**config.mk**
```make
export PLATFORM = sky130hd
export DESIGN_NAME = rr_interval_heart_rate_classifier_flat
export DESIGN_NICKNAME = d
export VERILOG_FILES = /design/src/rtl/rrhr_pkg.sv /design/src/rtl/rrhr_if.sv /design/src/rtl/rrhr_ctrl.sv /design/src/rtl/rrhr_datapath.sv /design/src/rtl/rr_interval_heart_rate_classifier.sv /design/src/flat_wrapper.sv
export SDC_FILE = /design/constraint.sdc
export NUM_CORES = 1
export LEC_CHECK = 0
export BUFFER_PORTS_ARGS = -buffer_cell sky130_fd_sc_hd__buf_4
export CAP_MARGIN = 20
export CORE_MARGIN = 2
export CORE_UTILIZATION = 50
export DETAILED_ROUTE_END_ITERATION = 8
export GPL_TIMING_DRIVEN = 0
export PLACE_DENSITY = 0.67
export SKIP_CTS_REPAIR_TIMING = 1
export SYNTH_ARGS = -nofsm -noshare
export SYNTH_HDL_FRONTEND = slang
export SYNTH_SLANG_ARGS = --single-unit
```
**constraint.sdc**
```tcl
create_clock -name clk -period 7.13 [get_ports clk]
set_input_delay 0.3565 -clock clk [delete_from_list [all_inputs] [get_ports clk]]
set_output_delay 0.3565 -clock clk [all_outputs]
set_load 0.02 [all_outputs]
```
**src/rtl/rrhr_pkg.sv**
```systemverilog
`timescale 1ns / 1ps
// Shared types, widths and constants of the R-R interval heart-rate classifier.
package rrhr_pkg;

  localparam int PEAK_W  = 32;
  localparam int BPM_W   = 16;
  localparam int CLASS_W = 2;
  localparam int TICK_W  = 10;
  localparam int LIMIT_W = 8;
  localparam int CFG_IDX_W  = 2;
  localparam int CFG_DATA_W = 10;

  // delta is at most 60000 (16 bits) when multiplied, tick period 10 bits
  localparam int DELTA_MUL_W = 16;
  localparam int MS_W        = DELTA_MUL_W + TICK_W;
  localparam int DIV_CNT_W   = 4;

  localparam logic [BPM_W-1:0] MS_PER_MINUTE = 16'd60000;

  localparam logic [CLASS_W-1:0] CLASS_NORMAL = 2'd0;
  localparam logic [CLASS_W-1:0] CLASS_BRADY  = 2'd1;
  localparam logic [CLASS_W-1:0] CLASS_TACHY  = 2'd2;

  localparam logic [CFG_IDX_W-1:0] REG_TICK_PERIOD = 2'd0;
  localparam logic [CFG_IDX_W-1:0] REG_SLOW_LIMIT  = 2'd1;
  localparam logic [CFG_IDX_W-1:0] REG_FAST_LIMIT  = 2'd2;

  localparam logic [TICK_W-1:0]  TICK_PERIOD_RST = 10'd1;
  localparam logic [LIMIT_W-1:0] SLOW_LIMIT_RST  = 8'd50;
  localparam logic [LIMIT_W-1:0] FAST_LIMIT_RST  = 8'd130;

  typedef enum logic [1:0] {
    ST_IDLE,
    ST_MUL,
    ST_DIV,
    ST_OUT
  } ctl_state_t;

  typedef struct packed {
    logic take;      // capture peak, update reference
    logic mul;       // form interval ms, init divider
    logic div_step;  // one restoring division step
    logic load_out;  // load result register
  } ctl_cmd_t;

  typedef struct packed {
    logic have_ref;  // a reference peak is held
    logic skip;      // zero interval: no result
    logic div_last;  // final division step this cycle
    logic out_busy;  // result register still held
  } dp_status_t;

endpackage

```
**src/rtl/rrhr_if.sv**
```systemverilog
`timescale 1ns / 1ps
// Valid/ready channel interfaces for peak items and result items.
interface rrhr_in_if;
  import rrhr_pkg::*;
  logic              valid;
  logic              ready;
  logic [PEAK_W-1:0] peak_time;
  modport source (output valid, output peak_time, input ready);
  modport sink   (input valid, input peak_time, output ready);
endinterface

interface rrhr_out_if;
  import rrhr_pkg::*;
  logic               valid;
  logic               ready;
  logic [BPM_W-1:0]   bpm;
  logic [CLASS_W-1:0] rhythm_class;
  modport source (output valid, output bpm, output rhythm_class, input ready);
  modport sink   (input valid, input bpm, input rhythm_class, output ready);
endinterface

```
**src/rtl/rrhr_ctrl.sv**
```systemverilog
`timescale 1ns / 1ps
// Controller state machine sequencing capture, multiply, divide and output.
module rrhr_ctrl (
  input  logic                  clk,
  input  logic                  rst_n,
  input  logic                  in_valid,
  output logic                  in_ready,
  input  rrhr_pkg::dp_status_t  status,
  output rrhr_pkg::ctl_cmd_t    cmd
);
  import rrhr_pkg::*;

  ctl_state_t state_r, state_nxt;

  always_ff @(posedge clk) begin
    if (!rst_n) begin
      state_r <= ST_IDLE;
    end else begin
      state_r <= state_nxt;
    end
  end

  always_comb begin
    state_nxt = state_r;
    unique case (state_r)
      ST_IDLE: begin
        if (in_valid && status.have_ref) state_nxt = ST_MUL;
      end
      ST_MUL: begin
        state_nxt = status.skip ? ST_IDLE : ST_DIV;
      end
      ST_DIV: begin
        if (status.div_last) state_nxt = ST_OUT;
      end
      ST_OUT: begin
        if (!status.out_busy) state_nxt = ST_IDLE;
      end
      default: state_nxt = ST_IDLE;
    endcase
  end

  always_comb begin
    in_ready     = 1'b0;
    cmd          = '0;
    unique case (state_r)
      ST_IDLE: begin
        in_ready = 1'b1;
        cmd.take = in_valid;
      end
      ST_MUL: cmd.mul = 1'b1;
      ST_DIV: cmd.div_step = 1'b1;
      ST_OUT: cmd.load_out = !status.out_busy;
      default: cmd = '0;
    endcase
  end

endmodule

```
**src/rtl/rrhr_datapath.sv**
```systemverilog
`timescale 1ns / 1ps
// Datapath: config registers, reference time, multiplier, divider, result register.
module rrhr_datapath #(
  parameter int TIME_BITS = 32
) (
  input  logic                               clk,
  input  logic                               rst_n,
  input  logic                               cfg_we,
  input  logic [rrhr_pkg::CFG_IDX_W-1:0]     cfg_index,
  input  logic [rrhr_pkg::CFG_DATA_W-1:0]    cfg_wdata,
  input  logic [rrhr_pkg::PEAK_W-1:0]        in_peak_time,
  input  rrhr_pkg::ctl_cmd_t                 cmd,
  output rrhr_pkg::dp_status_t               status,
  input  logic                               out_ready,
  output logic                               out_valid,
  output logic [rrhr_pkg::BPM_W-1:0]         out_bpm,
  output logic [rrhr_pkg::CLASS_W-1:0]       out_rhythm_class
);
  import rrhr_pkg::*;

  logic [TICK_W-1:0]    tick_r;
  logic [LIMIT_W-1:0]   slow_r;
  logic [LIMIT_W-1:0]   fast_r;
  logic [TIME_BITS-1:0] prev_r;
  logic                 have_ref_r;
  logic [TIME_BITS-1:0] delta_r;
  logic [MS_W-1:0]      ms_r;
  logic [MS_W-1:0]      rem_r;
  logic [BPM_W-1:0]     quot_r;
  logic [DIV_CNT_W-1:0] cnt_r;
  logic                 out_valid_r;
  logic [BPM_W-1:0]     bpm_r;
  logic [CLASS_W-1:0]   class_r;

  logic [TIME_BITS-1:0] now;
  logic [MS_W:0]        rem_sh;
  logic [MS_W:0]        rem_diff;
  logic                 quot_bit;
  logic [CLASS_W-1:0]   class_nxt;

  assign now = TIME_BITS'(in_peak_time);

  // configuration registers
  always_ff @(posedge clk) begin
    if (!rst_n) begin
      tick_r <= TICK_PERIOD_RST;
      slow_r <= SLOW_LIMIT_RST;
      fast_r <= FAST_LIMIT_RST;
    end else if (cfg_we) begin
      unique case (cfg_index)
        REG_TICK_PERIOD: tick_r <= cfg_wdata[TICK_W-1:0];
        REG_SLOW_LIMIT:  slow_r <= cfg_wdata[LIMIT_W-1:0];
        REG_FAST_LIMIT:  fast_r <= cfg_wdata[LIMIT_W-1:0];
        default: ;
      endcase
    end
  end

  // reference time and interval
  always_ff @(posedge clk) begin
    if (!rst_n) begin
      have_ref_r <= 1'b0;
    end else if (cmd.take) begin
      have_ref_r <= 1'b1;
    end
  end

  always_ff @(posedge clk) begin
    if (cmd.take) begin
      prev_r  <= now;
      delta_r <= now - prev_r;
    end
  end

  // interval in ms; long intervals saturate so the quotient comes out zero
  always_ff @(posedge clk) begin
    if (cmd.mul) begin
      if (delta_r > TIME_BITS'(MS_PER_MINUTE)) begin
        ms_r <= '1;
      end else begin
        ms_r <= MS_W'(delta_r[DELTA_MUL_W-1:0]) * MS_W'(tick_r);
      end
    end
  end

  // restoring divider: 60000 / ms, one quotient bit a cycle
  assign rem_sh   = {rem_r, quot_r[BPM_W-1]};
  assign rem_diff = rem_sh - {1'b0, ms_r};
  assign quot_bit = !rem_diff[MS_W];

  always_ff @(posedge clk) begin
    if (cmd.mul) begin
      rem_r  <= '0;
      quot_r <= MS_PER_MINUTE;
      cnt_r  <= '0;
    end else if (cmd.div_step) begin
      rem_r  <= quot_bit ? rem_diff[MS_W-1:0] : rem_sh[MS_W-1:0];
      quot_r <= {quot_r[BPM_W-2:0], quot_bit};
      cnt_r  <= cnt_r + 1'b1;
    end
  end

  // brady test first, it wins over crossed limits
  always_comb begin
    priority if (quot_r < BPM_W'(slow_r)) begin
      class_nxt = CLASS_BRADY;
    end else if (quot_r > BPM_W'(fast_r)) begin
      class_nxt = CLASS_TACHY;
    end else begin
      class_nxt = CLASS_NORMAL;
    end
  end

  // result register
  always_ff @(posedge clk) begin
    if (!rst_n) begin
      out_valid_r <= 1'b0;
    end else if (cmd.load_out) begin
      out_valid_r <= 1'b1;
    end else if (out_ready) begin
      out_valid_r <= 1'b0;
    end
  end

  always_ff @(posedge clk) begin
    if (cmd.load_out) begin
      bpm_r   <= quot_r;
      class_r <= class_nxt;
    end
  end

  assign status.have_ref = have_ref_r;
  assign status.skip     = (delta_r == '0) || (tick_r == '0);
  assign status.div_last = (cnt_r == '1);
  assign status.out_busy = out_valid_r && !out_ready;

  assign out_valid        = out_valid_r;
  assign out_bpm          = bpm_r;
  assign out_rhythm_class = class_r;

endmodule

```
**src/rtl/rr_interval_heart_rate_classifier.sv**
```systemverilog
`timescale 1ns / 1ps
// Top level of the R-R interval heart-rate classifier.
//
//   channel   dir  handshake        payload
//   in_chan   in   valid/ready      peak_time[31:0]
//   out_chan  out  valid/ready      bpm[15:0], rhythm_class[1:0]
//   cfg       in   cfg_we strobe    cfg_index[1:0], cfg_wdata[9:0]
//
// One item at a time. A first peak only sets the reference; a zero interval or
// zero tick period ends at multiply. A peak with a result goes through capture,
// multiply, 16 restoring divider steps at one bit per cycle and the result load.
// Synchronous active-low reset clears the reference flag and loads the register
// defaults. A stalled result holds in the output register; the next item is
// accepted meanwhile and waits at the result load until the register frees.
module rr_interval_heart_rate_classifier #(
  parameter int TIME_BITS = 32
) (
  input  logic                            clk,
  input  logic                            rst_n,
  rrhr_in_if.sink                         in_chan,
  rrhr_out_if.source                      out_chan,
  input  logic                            cfg_we,
  input  logic [rrhr_pkg::CFG_IDX_W-1:0]  cfg_index,
  input  logic [rrhr_pkg::CFG_DATA_W-1:0] cfg_wdata
);
  import rrhr_pkg::*;

  ctl_cmd_t   cmd;
  dp_status_t status;
  logic       in_ready;

  // sequence the item through capture, multiply, divide and output
  rrhr_ctrl u_ctrl (
    .clk      (clk),
    .rst_n    (rst_n),
    .in_valid (in_chan.valid),
    .in_ready (in_ready),
    .status   (status),
    .cmd      (cmd)
  );

  // hold config, reference and arithmetic
  rrhr_datapath #(
    .TIME_BITS (TIME_BITS)
  ) u_dp (
    .clk              (clk),
    .rst_n            (rst_n),
    .cfg_we           (cfg_we),
    .cfg_index        (cfg_index),
    .cfg_wdata        (cfg_wdata),
    .in_peak_time     (in_chan.peak_time),
    .cmd              (cmd),
    .status           (status),
    .out_ready        (out_chan.ready),
    .out_valid        (out_chan.valid),
    .out_bpm          (out_chan.bpm),
    .out_rhythm_class (out_chan.rhythm_class)
  );

  assign in_chan.ready = in_ready;

endmodule

```
**src/flat_wrapper.sv**
```systemverilog
// flat-port wrapper written by rule: the top's interface ports become plain ports
module rr_interval_heart_rate_classifier_flat import rrhr_pkg::*;
#(
  parameter int TIME_BITS = 32
)
  (clk, rst_n, cfg_we, cfg_index, cfg_wdata, in_chan_valid, in_chan_peak_time, in_chan_ready, out_chan_valid, out_chan_bpm, out_chan_rhythm_class, out_chan_ready);
  rrhr_in_if in_chan_i ();
  rrhr_out_if out_chan_i ();
  input  logic clk;
  input  logic rst_n;
  input  logic cfg_we;
  input  logic [rrhr_pkg::CFG_IDX_W-1:0] cfg_index;
  input  logic [rrhr_pkg::CFG_DATA_W-1:0] cfg_wdata;
  input wire logic [$bits(in_chan_i.valid)-1:0] in_chan_valid;
  input wire logic [$bits(in_chan_i.peak_time)-1:0] in_chan_peak_time;
  output wire logic [$bits(in_chan_i.ready)-1:0] in_chan_ready;
  output wire logic [$bits(out_chan_i.valid)-1:0] out_chan_valid;
  output wire logic [$bits(out_chan_i.bpm)-1:0] out_chan_bpm;
  output wire logic [$bits(out_chan_i.rhythm_class)-1:0] out_chan_rhythm_class;
  input wire logic [$bits(out_chan_i.ready)-1:0] out_chan_ready;
  assign in_chan_i.valid = in_chan_valid;
  assign in_chan_i.peak_time = in_chan_peak_time;
  assign in_chan_ready = in_chan_i.ready;
  assign out_chan_valid = out_chan_i.valid;
  assign out_chan_bpm = out_chan_i.bpm;
  assign out_chan_rhythm_class = out_chan_i.rhythm_class;
  assign out_chan_i.ready = out_chan_ready;
  rr_interval_heart_rate_classifier #(.TIME_BITS(TIME_BITS)) u_core (.clk(clk), .rst_n(rst_n), .in_chan(in_chan_i), .out_chan(out_chan_i), .cfg_we(cfg_we), .cfg_index(cfg_index), .cfg_wdata(cfg_wdata));
endmodule
```
==> reports/metrics.yaml <==
run_status:
  status: "finished, final reports clean"
detailed_routing:
  num_vias: 11024
  drt_pre_antenna_iters: 6
  drt-initial-drc-count: 687
  detailed_route_wire_length_um: 31110
  vias_per_cell: 5.378
  drcViolationCount: 0
  wl_per_cell_um: 15.18
  antenna_left: 0
worst_setup_path:
  reg2reg_depth: 23
  path_delay_family: "adder cells"
  critPathMaxFanout: 10
  worstPathArrival_ns: 6.78
  timing.critical_path.from_type: "flop"
  crit_type: "flop to flop"
  worst_setup_path_end_kind: "flop"
  reg2reg_from: "u_core.u_dp.tick_r[2]"
  regToRegEndpoint: "u_core.u_dp.ms_r[24]"
  cp_cell_sequence: "clkbuf_1 -> clkbuf_2 -> nand2_1 -> fa_1 -> inv_1 -> fa_1 -> inv_1 -> fa_1 -> inv_1 -> fa_1 -> inv_1 -> fa_1 -> inv_1 -> ha_1 -> a21o_1 -> a21oi_1 -> a2bb2oi_1 -> a211oi_1 -> o31ai_1 -> a21oi_1 -> a221oi_1 -> xnor2_1 -> nand2_1"
  slowest_stage: "sky130_fd_sc_hd__fa_1"
  cp_num_cells: 23
  buffer_and_inverter_count_on_the_worst_path: 7
  critical_path_required_ns: 7.33
  setup.reg_to_reg.worst_slack_ns: 0.54
  slowest_delay_ns: 0.54
global_route:
  maximum_number_of_pins_on_one_net_before_global_route_repair: 39
  total_grt_usage_pct: 21.31
  initial_antenna_violation_count: 0
  grt.overflow.total: 0
  global_route_wire_length_before_repair_um: 53480
  vias_in_the_first_global_route: 11042
floorplanning:
  num_rows: 63
  initial_core_util_pct: 50.50
  core_mm2: 0.02948
  die_area_mm2: 0.03117
  chipWidth_um: 176.6
  die_h_um: 176.6
  io_pins: 69
cts:
  clock_pin_slew_on_the_worst_setup_and_hold_paths_ns: 0.08
  tritoncts: "built"
  ctsLongestPathBuffers: 2
  cts_root_buffer: "sky130_fd_sc_hd__clkbuf_16"
  clock_sink_count: 184
  number_of_buffers_inserted_during_clock_tree_synthesis: 17
  source_to_sink_clock_delay_at_the_later_pin_of_the_worst_skew_pair_ns: 0.45
  htree_num_levels: 4
power_and_ir_drop:
  worst_vdd_drop_uv: 210.4
  power.density_mw_per_mm2: 239.5
  power_uw: 3969
  p_leak_uw: 0.007723
timing:
  fmax_mhz: 151.9
  worst_clock_skew_ns: 0.01364
  setup_slack_ns: 0.5447
  final_period_minus_worst_setup_slack_ns: 6.585
  period_share_pct: 92.36
  report.final.hold_viol_count: 0
  final_max_slew_viol_count: 0
  setup_tns_ns: 0
  setup_viol: 0
  grt_setup_unrepaired: "no"
  worst-slew-pin-transition_ns: 0.9221
  timing.slew.headroom_pct: 38.53
synthesis:
  asyncSetResetFlopFracSynth_pct: 0
  yosys_most_used_dff: "sky130_fd_sc_hd__edfxtp_1"
  synth_top_cells_by_count: "sky130_fd_sc_hd__inv_1 (214), sky130_fd_sc_hd__nand2_1 (184), sky130_fd_sc_hd__ha_1 (134)"
  ys_top_cells_by_area: "sky130_fd_sc_hd__edfxtp_1 (22%), sky130_fd_sc_hd__fa_1 (15%), sky130_fd_sc_hd__ha_1 (11%), sky130_fd_sc_hd__dfxtp_1 (10%), sky130_fd_sc_hd__inv_1 (5.4%)"
  syn_area_mm2: 0.01489
  synthMostInstantiatedCell: "sky130_fd_sc_hd__inv_1"
  ys_seq_area_share_pct: 32.00
  mappedNetlistNets: 1855
  synth_cell_type_count: 70
  postSynthCellCount: 1560
  synth_largest_area_cell: "sky130_fd_sc_hd__edfxtp_1"
  synthesis.area_per_instance_um2: 9.544
  synth_enable_flop_cells: 108
  synthesis_stage_register_bit_count: 184
  yosysWarnings: 0
  synth_largest_type_area_fraction_pct: 21.78
placement:
  hpwlAfterDp_um: 24650
  pre_cts_ws_ns: 0.2891
  buffer_ports.inserted: 67
  gp_congestion: 0.9025
min_path:
  hold_end: "u_core.u_dp.prev_r[30]"
  hold_path.class: "input port to flop"
  min_path_cells: 1
  hold_path.startpoint: "in_chan_peak_time[30]"
final_layout:
  flow.area_growth_from_synthesis_pct: 11.28
  num-nets-final: 1942
  regArea_mm2: 0.004765
  post_route_cells_drive_above_1_share_pct: 7.410
  combined_area_of_the_multi_input_logic_cells_mm2: 0.009077
  final.fill_count: 2641
  antenna_cells: 0
job:
  timing.max_cap.violations: 0
## kinds of logic after synthesis
kind of cell | Yosys count | share of synthesized area, %
and+or+nand+nor | 457 | 15.12
DFF | 184 | 32.00
buffers and inverters | 274 | 7.068
AOI/OAI and AO/OA | 303 | 13.54
adders and majority gates | 246 | 26.32
xor gates and xnor gates | 66 | 3.933
muxes | 30 | 2.017
## layout make-up
type	count	area share (%)
sequential	184	28.76
inverter	215	4.871
clock buffer	17	2.568
multi-input combinational	1102	54.79
tap	390	2.945
timing repair buffer	69	3.247
buffer	58	1.480
clock inverter	15	1.337
## layout by cell type, fill, tap and decap left out, types with 9 or more instances in the layout
cell                          n
sky130_fd_sc_hd__o21ai_0     58
sky130_fd_sc_hd__clkbuf_1    47
sky130_fd_sc_hd__nor2b_1     30
sky130_fd_sc_hd__nand3_1     42
sky130_fd_sc_hd__nand2b_1    15
sky130_fd_sc_hd__inv_1      214
sky130_fd_sc_hd__a211oi_1    11
sky130_fd_sc_hd__nand2_1    184
sky130_fd_sc_hd__dfxtp_1     76
sky130_fd_sc_hd__o211ai_1    11
sky130_fd_sc_hd__nor2_1      41
sky130_fd_sc_hd__ha_1       134
sky130_fd_sc_hd__a21o_1      43
sky130_fd_sc_hd__and2_1      79
sky130_fd_sc_hd__buf_4       68
sky130_fd_sc_hd__o21bai_1    11
sky130_fd_sc_hd__nor3_1      15
sky130_fd_sc_hd__clkbuf_16   17
sky130_fd_sc_hd__fa_1       112
sky130_fd_sc_hd__edfxtp_1   108
sky130_fd_sc_hd__xnor2_1     32
sky130_fd_sc_hd__o21a_1      11
sky130_fd_sc_hd__a22o_1       9
sky130_fd_sc_hd__xor2_1      33
sky130_fd_sc_hd__and3_1      14
sky130_fd_sc_hd__a21oi_1     76
sky130_fd_sc_hd__mux2i_1     30
## per-layer routing
layer	track usage, %	routed length [µm]
met1	28.44	14220
met2	36.05	15090
met3	3.618	1334
met4	5.441	465
met5	0	0
## where the power goes
group          internal, µW  switching, µW
registers              1330            145
clock network           494            501
logic                   631            867
total                  2460           1510
## registers in the layout, indices dropped and copies added (netlist names), named ones only
name                          cells
u_core.u_dp.tick_r               10
u_core.u_dp.cnt_r                 4
u_core.u_dp.have_ref_r            1
u_core.u_dp.fast_r                8
u_core.u_dp.out_valid             1
u_core.u_dp.quot_r               16
u_core.u_dp.ms_r                 26
u_core.u_dp.delta_r              32
u_core.u_dp.out_rhythm_class      2
u_core.u_dp.out_bpm              16
u_core.u_dp.rem_r                26
u_core.u_dp.slow_r                8
u_core.u_ctrl.state_r             1
u_core.u_dp.prev_r               32
## how the worst max path moves through the flow
stage                     slack (ns)                  start              endpoint
after CTS                       0.29  u_core.u_dp.tick_r[3]  u_core.u_dp.ms_r[24]
after global routing            0.03  u_core.u_dp.tick_r[2]  u_core.u_dp.ms_r[24]
after detailed placement        0.29  u_core.u_dp.tick_r[3]  u_core.u_dp.ms_r[24]
final                           0.54  u_core.u_dp.tick_r[2]  u_core.u_dp.ms_r[24]
after global placement          0.31  u_core.u_dp.tick_r[3]  u_core.u_dp.ms_r[24]
after floorplan                 1.19  u_core.u_dp.tick_r[3]  u_core.u_dp.ms_r[24]
## stage by stage
| step | area [µm²] | hold slack, ns | util [%] | cells |
|---|---|---|---|---|
| final | 16570 | 0.09117 | 56.20 | 2050 |
| after detailed placement | 15920 | 0.4584 | 54.00 | 2019 |
| after global routing | 16570 | 0.07174 | 56.20 | 2050 |
| after CTS | 16570 | 0.07238 | 56.20 | 2051 |
| after floorplan | 14890 | 0.4215 | - | 1560 |
| after global placement | 15880 | 0.4549 | 53.86 | 2017 |
Power figures use the tool's default switching activity.
